File: config.mk
export PLATFORM = sky130hd
export DESIGN_NAME = unix_seconds_to_calendar_date
export DESIGN_NICKNAME = d
export VERILOG_FILES = /design/src/hw/rtl/ustcd_pkg.sv /design/src/hw/rtl/ustcd_tod.sv /design/src/hw/rtl/ustcd_date.sv /design/src/hw/rtl/unix_seconds_to_calendar_date.sv
export SDC_FILE = /design/constraint.sdc
export NUM_CORES = 2
export LEC_CHECK = 0
export BUFFER_PORTS_ARGS = -buffer_cell sky130_fd_sc_hd__buf_4
export CORE_MARGIN = 5
export CORE_UTILIZATION = 45
export CTS_CLUSTER_DIAMETER = 50
export DETAILED_ROUTE_END_ITERATION = 10
export GPL_ROUTABILITY_DRIVEN = 1
export GPL_TIMING_DRIVEN = 0
export SLEW_MARGIN = 0
export SYNTH_ARGS = -nofsm -noshare
export SYNTH_HDL_FRONTEND = slang
export SYNTH_SLANG_ARGS = --single-unit
File: constraint.sdc
create_clock -name clk_i -period 10.95 [get_ports clk_i]
set_input_delay 0 -clock clk_i [delete_from_list [all_inputs] [get_ports clk_i]]
set_output_delay 0 -clock clk_i [all_outputs]
set_load 0.01 [all_outputs]
File: src/hw/rtl/ustcd_pkg.sv
// Shared constants for the Unix-seconds-to-calendar-date pipeline.
// Holds the reciprocal multipliers for the constant divisions and the month-start table.
// No dependencies.
`timescale 1ns / 1ps
`default_nettype none

package ustcd_pkg;

  // Days are split off as (ts >> 7) / 675, because 86400 = 128 * 675.
  // The quotient is exact for every 25-bit dividend when using the
  // multiplier below and a 35-bit right shift.
  localparam int unsigned TsLoBits   = 7;
  localparam int unsigned TsHiBits   = 25;
  localparam int unsigned DayDiv     = 675;
  localparam int unsigned DayRecip   = 50903317;
  localparam int unsigned DayRecipW  = 26;
  localparam int unsigned DayShift   = 35;
  localparam int unsigned DaysW      = 16;
  localparam int unsigned SodW       = 17;

  // Hour is (sod >> 4) / 225, because 3600 = 16 * 225.
  localparam int unsigned HourRecip  = 9321;
  localparam int unsigned HourShift  = 21;
  localparam int unsigned SecsPerHr  = 3600;
  localparam int unsigned RemHrW     = 12;

  // Minute is (seconds within the hour >> 2) / 15, because 60 = 4 * 15.
  localparam int unsigned MinRecip   = 1093;
  localparam int unsigned MinShift   = 14;
  localparam int unsigned SecsPerMin = 60;

  // The date is worked out in a calendar whose years start on 1 March,
  // counted from 1 March 1968, so that every leap day is the last day of
  // its year. The one missing leap day in range, 29 February 2100, is
  // put back by moving all later days one place on.
  localparam int unsigned EpochOffset = 671;
  localparam int unsigned Skip2100    = 48212;
  localparam int unsigned DaysPerCyc  = 1461;
  localparam int unsigned CycRecip    = 91868;
  localparam int unsigned CycShift    = 27;
  localparam int unsigned CycW        = 6;
  localparam int unsigned DaysPerYr   = 365;
  localparam int unsigned RemCycW     = 11;
  localparam int unsigned DoyW        = 9;

  // Month in the March-based year is (5 * doy + 2) / 153.
  localparam int unsigned MpRecip     = 3427;
  localparam int unsigned MpShift     = 19;
  localparam int unsigned BaseYear    = 1968;

  // First day of each month within a year that starts on 1 March.
  function automatic logic [DoyW-1:0] month_start(input logic [3:0] mp);
    logic [DoyW-1:0] res;
    unique case (mp)
      4'd0:    res = 9'd0;
      4'd1:    res = 9'd31;
      4'd2:    res = 9'd61;
      4'd3:    res = 9'd92;
      4'd4:    res = 9'd122;
      4'd5:    res = 9'd153;
      4'd6:    res = 9'd184;
      4'd7:    res = 9'd214;
      4'd8:    res = 9'd245;
      4'd9:    res = 9'd275;
      4'd10:   res = 9'd306;
      4'd11:   res = 9'd337;
      default: res = 9'd0;
    endcase
    return res;
  endfunction

endpackage

`default_nettype wire

File: src/hw/rtl/ustcd_tod.sv
// Time-of-day stages: splits seconds within the day into hour, minute and second.
// Five register stages under a shared enable; depends on ustcd_pkg.
`timescale 1ns / 1ps
`default_nettype none

module ustcd_tod (
  input  logic                     clk_i,
  input  logic                     en_i,
  input  logic [ustcd_pkg::SodW-1:0] sod_i,
  output logic [4:0]               hour_o,
  output logic [5:0]               minute_o,
  output logic [5:0]               second_o
);
  import ustcd_pkg::*;

  // Stage 3
  logic [26:0]       hprod_d, hprod_q;
  logic [SodW-1:0]   sod3_q;
  // Stage 4
  logic [4:0]        hour_d, hour4_q;
  logic [RemHrW-1:0] remh_d, remh4_q;
  logic [SodW-1:0]   hsec;
  // Stage 5
  logic [20:0]       mprod_d, mprod_q;
  logic [4:0]        hour5_q;
  logic [RemHrW-1:0] remh5_q;
  // Stage 6
  logic [5:0]        min_d, min6_q, sec_d, sec6_q;
  logic [4:0]        hour6_q;
  logic [RemHrW-1:0] msec;
  // Stage 7
  logic [4:0]        hour_q;
  logic [5:0]        minute_q, second_q;

  assign hprod_d = 27'(sod_i[SodW-1:4]) * 27'(HourRecip);

  assign hour_d = hprod_q[HourShift +: 5];
  assign hsec   = SodW'(hour_d) * SodW'(SecsPerHr);
  assign remh_d = RemHrW'(sod3_q - hsec);

  assign mprod_d = 21'(remh4_q[RemHrW-1:2]) * 21'(MinRecip);

  assign min_d = mprod_q[MinShift +: 6];
  assign msec  = RemHrW'(min_d) * RemHrW'(SecsPerMin);
  assign sec_d = 6'(remh5_q - msec);

  always_ff @(posedge clk_i) begin
    if (en_i) begin
      hprod_q  <= hprod_d;
      sod3_q   <= sod_i;
      hour4_q  <= hour_d;
      remh4_q  <= remh_d;
      mprod_q  <= mprod_d;
      hour5_q  <= hour4_q;
      remh5_q  <= remh4_q;
      min6_q   <= min_d;
      sec6_q   <= sec_d;
      hour6_q  <= hour5_q;
      hour_q   <= hour6_q;
      minute_q <= min6_q;
      second_q <= sec6_q;
    end
  end

  assign hour_o   = hour_q;
  assign minute_o = minute_q;
  assign second_o = second_q;

endmodule

`default_nettype wire

File: src/hw/rtl/ustcd_date.sv
// Date stages: turns a day count from 1 March 1968 into year, month and day.
// Five register stages under a shared enable; depends on ustcd_pkg.
`timescale 1ns / 1ps
`default_nettype none

module ustcd_date (
  input  logic                        clk_i,
  input  logic                        en_i,
  input  logic [ustcd_pkg::DaysW-1:0] zday_i,
  output logic [11:0]                 year_o,
  output logic [3:0]                  month_o,
  output logic [4:0]                  day_o
);
  import ustcd_pkg::*;

  // Stage 3
  logic [32:0]        cprod_d, cprod_q;
  logic [DaysW-1:0]   zday3_q;
  // Stage 4
  logic [CycW-1:0]    cyc_d, cyc4_q;
  logic [RemCycW-1:0] rcyc_d, rcyc4_q;
  logic [DaysW-1:0]   cdays;
  // Stage 5
  logic [1:0]         yic_d, yic5_q;
  logic [DoyW-1:0]    doy_d, doy5_q;
  logic [CycW-1:0]    cyc5_q;
  logic [RemCycW-1:0] ydays;
  // Stage 6
  logic [22:0]        mpprod_d, mpprod_q;
  logic [10:0]        mpnum;
  logic [DoyW-1:0]    doy6_q;
  logic [CycW-1:0]    cyc6_q;
  logic [1:0]         yic6_q;
  // Stage 7
  logic [3:0]         mp;
  logic               jan_feb;
  logic [11:0]        year_d, year_q;
  logic [3:0]         month_d, month_q;
  logic [4:0]         day_d, day_q;

  assign cprod_d = 33'(zday_i) * 33'(CycRecip);

  assign cyc_d  = cprod_q[CycShift +: CycW];
  assign cdays  = DaysW'(cyc_d) * DaysW'(DaysPerCyc);
  assign rcyc_d = RemCycW'(zday3_q - cdays);

  // The last day of a four-year cycle is a leap day and stays in year three.
  always_comb begin
    priority if (rcyc4_q >= RemCycW'(3 * DaysPerYr)) begin
      yic_d = 2'd3;
    end else if (rcyc4_q >= RemCycW'(2 * DaysPerYr)) begin
      yic_d = 2'd2;
    end else if (rcyc4_q >= RemCycW'(DaysPerYr)) begin
      yic_d = 2'd1;
    end else begin
      yic_d = 2'd0;
    end
  end
  assign ydays = RemCycW'(yic_d) * RemCycW'(DaysPerYr);
  assign doy_d = DoyW'(rcyc4_q - ydays);

  assign mpnum    = 11'({doy5_q, 2'b00}) + 11'(doy5_q) + 11'd2;
  assign mpprod_d = 23'(mpnum) * 23'(MpRecip);

  assign mp      = mpprod_q[MpShift +: 4];
  assign jan_feb = (mp >= 4'd10);
  assign day_d   = 5'(doy6_q - month_start(mp) + 9'd1);
  assign month_d = jan_feb ? (mp - 4'd9) : (mp + 4'd3);
  assign year_d  = 12'(BaseYear) + 12'({cyc6_q, 2'b00}) + 12'(yic6_q) + 12'(jan_feb);

  always_ff @(posedge clk_i) begin
    if (en_i) begin
      cprod_q  <= cprod_d;
      zday3_q  <= zday_i;
      cyc4_q   <= cyc_d;
      rcyc4_q  <= rcyc_d;
      yic5_q   <= yic_d;
      doy5_q   <= doy_d;
      cyc5_q   <= cyc4_q;
      mpprod_q <= mpprod_d;
      doy6_q   <= doy5_q;
      cyc6_q   <= cyc5_q;
      yic6_q   <= yic5_q;
      year_q   <= year_d;
      month_q  <= month_d;
      day_q    <= day_d;
    end
  end

  assign year_o  = year_q;
  assign month_o = month_q;
  assign day_o   = day_q;

endmodule

`default_nettype wire

File: src/hw/rtl/unix_seconds_to_calendar_date.sv
// Unix seconds to Gregorian UTC date and time, as a seven-stage pipeline.
// Throughput is one timestamp per cycle; every stage holds while a result is stalled.
// Reset clears only the stage valid bits; the data registers are not reset.
// Depends on ustcd_pkg, ustcd_tod and ustcd_date.
`timescale 1ns / 1ps
`default_nettype none

module unix_seconds_to_calendar_date (
  input  logic        clk_i,
  input  logic        rst_ni,
  input  logic        valid_i,
  output logic        stall_o,
  input  logic [31:0] timestamp_i,
  output logic        valid_o,
  input  logic        stall_i,
  output logic [11:0] year_o,
  output logic [3:0]  month_o,
  output logic [4:0]  day_o,
  output logic [4:0]  hour_o,
  output logic [5:0]  minute_o,
  output logic [5:0]  second_o
);
  import ustcd_pkg::*;

  localparam int unsigned Stages = 7;

  // One valid bit per stage. The pipeline moves as a whole: it advances
  // unless a finished result sits in the last stage and is being stalled.
  // Empty stages are overwritten like the rest, so bubbles are never squeezed
  // out; they travel with the data to the output.
  logic [Stages-1:0] vld_d, vld_q;
  logic              en;

  // Stage 1: the day count is (ts >> 7) / 675, done as one multiplication
  // by a rounded-up reciprocal that is exact across the full input range.
  logic [TsHiBits-1:0]              tshi;
  logic [TsHiBits+DayRecipW-1:0]    dprod_d, dprod_q;
  logic [TsHiBits-1:0]              tshi_q;
  logic [TsLoBits-1:0]              tslo_q;

  // Stage 2: seconds within the day follow from the remainder of the
  // division, and the day count is moved onto the March-based calendar.
  logic [DaysW-1:0]    days;
  logic [TsHiBits-1:0] dmul;
  logic [9:0]          drem;
  logic [SodW-1:0]     sod_d, sod_q;
  logic [DaysW-1:0]    zbase, zday_d, zday_q;

  assign en      = !(vld_q[Stages-1] && stall_i);
  assign stall_o = !en;
  assign vld_d   = {vld_q[Stages-2:0], valid_i};

  always_ff @(posedge clk_i or negedge rst_ni) begin
    if (!rst_ni) begin
      vld_q <= '0;
    end else if (en) begin
      vld_q <= vld_d;
    end
  end

  assign tshi    = timestamp_i[31:TsLoBits];
  assign dprod_d = (TsHiBits+DayRecipW)'(tshi) * (TsHiBits+DayRecipW)'(DayRecip);

  assign days  = dprod_q[DayShift +: DaysW];
  assign dmul  = TsHiBits'(days) * TsHiBits'(DayDiv);
  assign drem  = 10'(tshi_q - dmul);
  assign sod_d = {drem, tslo_q};

  // From 1 March 2100 on, every day moves one place to stand in for the
  // leap day that this century year does not have.
  assign zbase  = days + DaysW'(EpochOffset);
  assign zday_d = zbase + DaysW'(zbase >= DaysW'(Skip2100));

  always_ff @(posedge clk_i) begin
    if (en) begin
      dprod_q <= dprod_d;
      tshi_q  <= tshi;
      tslo_q  <= timestamp_i[TsLoBits-1:0];
      sod_q   <= sod_d;
      zday_q  <= zday_d;
    end
  end

  // Stages 3 to 7 run side by side: time of day and calendar date.
  ustcd_tod u_tod (
    .clk_i    (clk_i),
    .en_i     (en),
    .sod_i    (sod_q),
    .hour_o   (hour_o),
    .minute_o (minute_o),
    .second_o (second_o)
  );

  ustcd_date u_date (
    .clk_i   (clk_i),
    .en_i    (en),
    .zday_i  (zday_q),
    .year_o  (year_o),
    .month_o (month_o),
    .day_o   (day_o)
  );

  assign valid_o = vld_q[Stages-1];

  // A stalled result freezes every stage, valid bits included.
  assert property (@(posedge clk_i) disable iff (!rst_ni)
    !en |=> $stable(vld_q))
    else $error("pipeline moved while the output was stalled");

  assert property (@(posedge clk_i) disable iff (!rst_ni)
    valid_o |-> (year_o >= 12'd1970) && (year_o <= 12'd2106))
    else $error("year out of range");

  assert property (@(posedge clk_i) disable iff (!rst_ni)
    valid_o |-> (month_o >= 4'd1) && (month_o <= 4'd12) && (day_o >= 5'd1))
    else $error("month or day out of range");

  assert property (@(posedge clk_i) disable iff (!rst_ni)
    valid_o |-> (hour_o <= 5'd23) && (minute_o <= 6'd59) && (second_o <= 6'd59))
    else $error("time of day out of range");

endmodule

`default_nettype wire

==> run metrics <==
Post-Syn Area per Cell 11.37 um^2; total wire length 60100 um; vias in the first global route 21200; CP peak stage delay 0.55 ns; sequential-to-total area share from yosys stat 0.2380; gpl congestion 0.8940; Critical-path top delay cell edfxtp_1; worst setup margin 2.645 ns; CORE AREA 69660 um^2; multi-input logic area 21330 um^2; grt ovf 0; fill count 6258; crit path time final 8.305 ns; Synth Register Bits 252; Slew Viols, Final 0; f_max 0.1204 GHz; Yosys Warn Count 0; CTS tree yes; first-pass detailed-route iteration total 5; CTS Root Cell clkbuf_16; Die Y 274.3 um; Post-synth EDFFs 240; ys async rst share 0.02778; total number of vias 19030; Top delay family on crit path adder cells; pin slew with the least headroom to its limit 1.053 ns; cts bufs inserted 35; # setup viols final 0; Mapped Area between 30000 and 40000 um^2; Layout Nets 4042; post-DP HPWL 51100 um; final hold violation count 0; flip-flop and latch area 7482 um^2; Critical Path AT 8.71 ns; critical path type flip-flop to flip-flop; DRT iter0 DRCs 581; period utilization 0.7584; buffer count from post-CTS setup fixing 0; status finished clean; antenna violations before repair 0; launching element type of the critical path flip-flop; Starting Density 0.4514; per-cell routed wire length 15.52 um; layout cells sized above 1 0.04945; ys flop type edfxtp_1; worst-path fanout max 7; Hold WC Path Type input pin to flip-flop; Sink Count 252; Post-Place Setup Slack between 2 and 3 ns; Critical Path Sink Type flip-flop; DR vias/cell slightly below 5; Max Cap Viol 0; worst path bufs/invs 2; Unique masters post-synth 68; Final Skew 0.03333 ns; Final ANT Viol Nets 0; die width 274.3 um; n_diodes 0; max_slew headroom 0.2799; Global Route Usage Sum 0.1681; Clk Latency, worst-skew pair 0.55 ns; Layout area overhead 10.24%; Post-Syn Nets 3902; area of the die 75260 um^2; DRC viols 0; CP required 11.36 ns; first-pass GRT wire length just over 100000 um; largest net degree at the start of global routing 45; Port Buf Inserts 75; Syn Inst Count 2765; boundary pin count 76; number of H-tree levels 2; clock buffer depth 3; Worst-path clk slew 0.06 ns; number of core rows 97; RSZ-0062 raised after global routing false
## synthesized netlist by cell type (all sizes together), types with 4 or more instances
cell type  count  area [um^2]
mux2i          6        60.06
nor2          40        150.1
ha           713         8921
xnor2        103        902.1
or3            6        37.54
o21ai         44        220.2
a21boi         4        30.03
o21a          20        150.1
o31ai          5        37.54
nor3          19        100.1
dfxtp          5        100.1
fa           388         7767
a21oi         98        490.5
a21o          36        270.3
nor2b         12        75.07
dfrtp          7        175.2
a31oi          5        31.28
edfxtp       240         7207
xor2          48        420.4
and4           6        52.55
a211oi        14        105.1
or4            6        45.04
inv          689         2586
nand3b         4        30.03
nand2         81        304.0
o211ai         8        60.06
nand2b        16        100.1
and3          17        106.4
nand4         14        87.58
a2111oi        7        75.07
o21bai        12        90.09
clkbuf        10        37.54
nand3         22        110.1
## per-stage QoR
step / TNS (ns) / utilization / hold slack [ns] / std cells / instance area [um^2]
finish: 0 / 0.4976 / 0.1771 / 3872 / 34660
global route: 0 / 0.4976 / 0.1535 / 3872 / 34660
CTS: 0 / 0.4976 / 0.1438 / 3872 / 34660
detailed placement: 0 / 0.4785 / -0.1839 / 3787 / 33330
global placement: -40.53 / 0.4763 / -0.1866 / 3780 / 33180
floorplan: 0 / - / -0.2956 / 2765 / 31440
## cell families (layout without fill, tap and decap cells)
kind of cell	after synthesis	count (layout)	share of synthesized area
compound gates	293	293	0.06100
mux	8	8	0.002626
simple gates	259	259	0.04190
buf+inv	701	868	0.08372
xor+xnor	151	151	0.04206
fa+ha+maj	1101	1101	0.5307
flops	252	252	0.2380
## layout by cell type, fill, tap and decap left out, types with 18 or more instances in the layout
cell type / n
a21oi_1: 98
o21a_1: 20
buf_4: 75
nor2_1: 40
dlygate4sd3_1: 21
o21ai_0: 37
nand3_1: 22
fa_1: 388
clkbuf_16: 35
clkbuf_1: 18
xnor2_1: 103
a21o_1: 36
nand2_1: 81
inv_1: 689
edfxtp_1: 240
ha_1: 713
xor2_1: 48
nor3_1: 18
## flip-flops by register name (all words and copies together), names as in the netlist, 7 cells and up, named ones only
signal,flops
u_date.rcyc4_q,11
sod_q,17
dprod_q,18
u_date.year_o,12
u_date.doy5_q,9
u_tod.remh4_q,12
zday_q,16
u_date.zday3_q,11
tshi_q,8
tslo_q,7
vld_q,7
u_tod.sod3_q,12
## final cells by class
cell class	instances	share of cell area
sequential	252	0.2158
tap	940	0.03393
inverter	689	0.07461
clock buffer	43	0.02613
timing repair buffer	103	0.02657
clock inverter	21	0.006244
multi-input combinational	1812	0.6153
buffer	12	0.001372
## layer usage
layer / vias up / GRT usage / part of all wire
li1: 9425 / - / -
met1: 9292 / 0.2078 / 0.43
met2: 223 / 0.3104 / 0.52
met3: 87 / 0.01820 / 0.028
met4: 0 / 0.04819 / 0.029
met5: - / 0 / 0
## final timing paths
kind | from | end | slack [ns] | cells after the start
max | u_date.doy5_q[0] | flip-flop | 2.65 | 30
min | timestamp_i[2] | tslo_q[2] | 0.18 | 2
max reg2reg | u_date.doy5_q[0] | flip-flop | 2.65 | 30
min reg2reg | u_tod.hour4_q[1] | u_tod.hour5_q[1] | 0.41 | 0
max in group asynchronous | rst_ni | vld_q[5] | 10.32 | 3
min in group asynchronous | rst_ni | vld_q[1] | 0.40 | 3
## timing repair
item / CTS / global route
endpoints found under the hold margin: 26 / 0
gates resized for setup: 0 / 0
hold buffers: 21 / 0
Power is left out: the tool's default activity adds up to more than one toggle a clock period on the data nets, which glitch-free logic cannot reach.
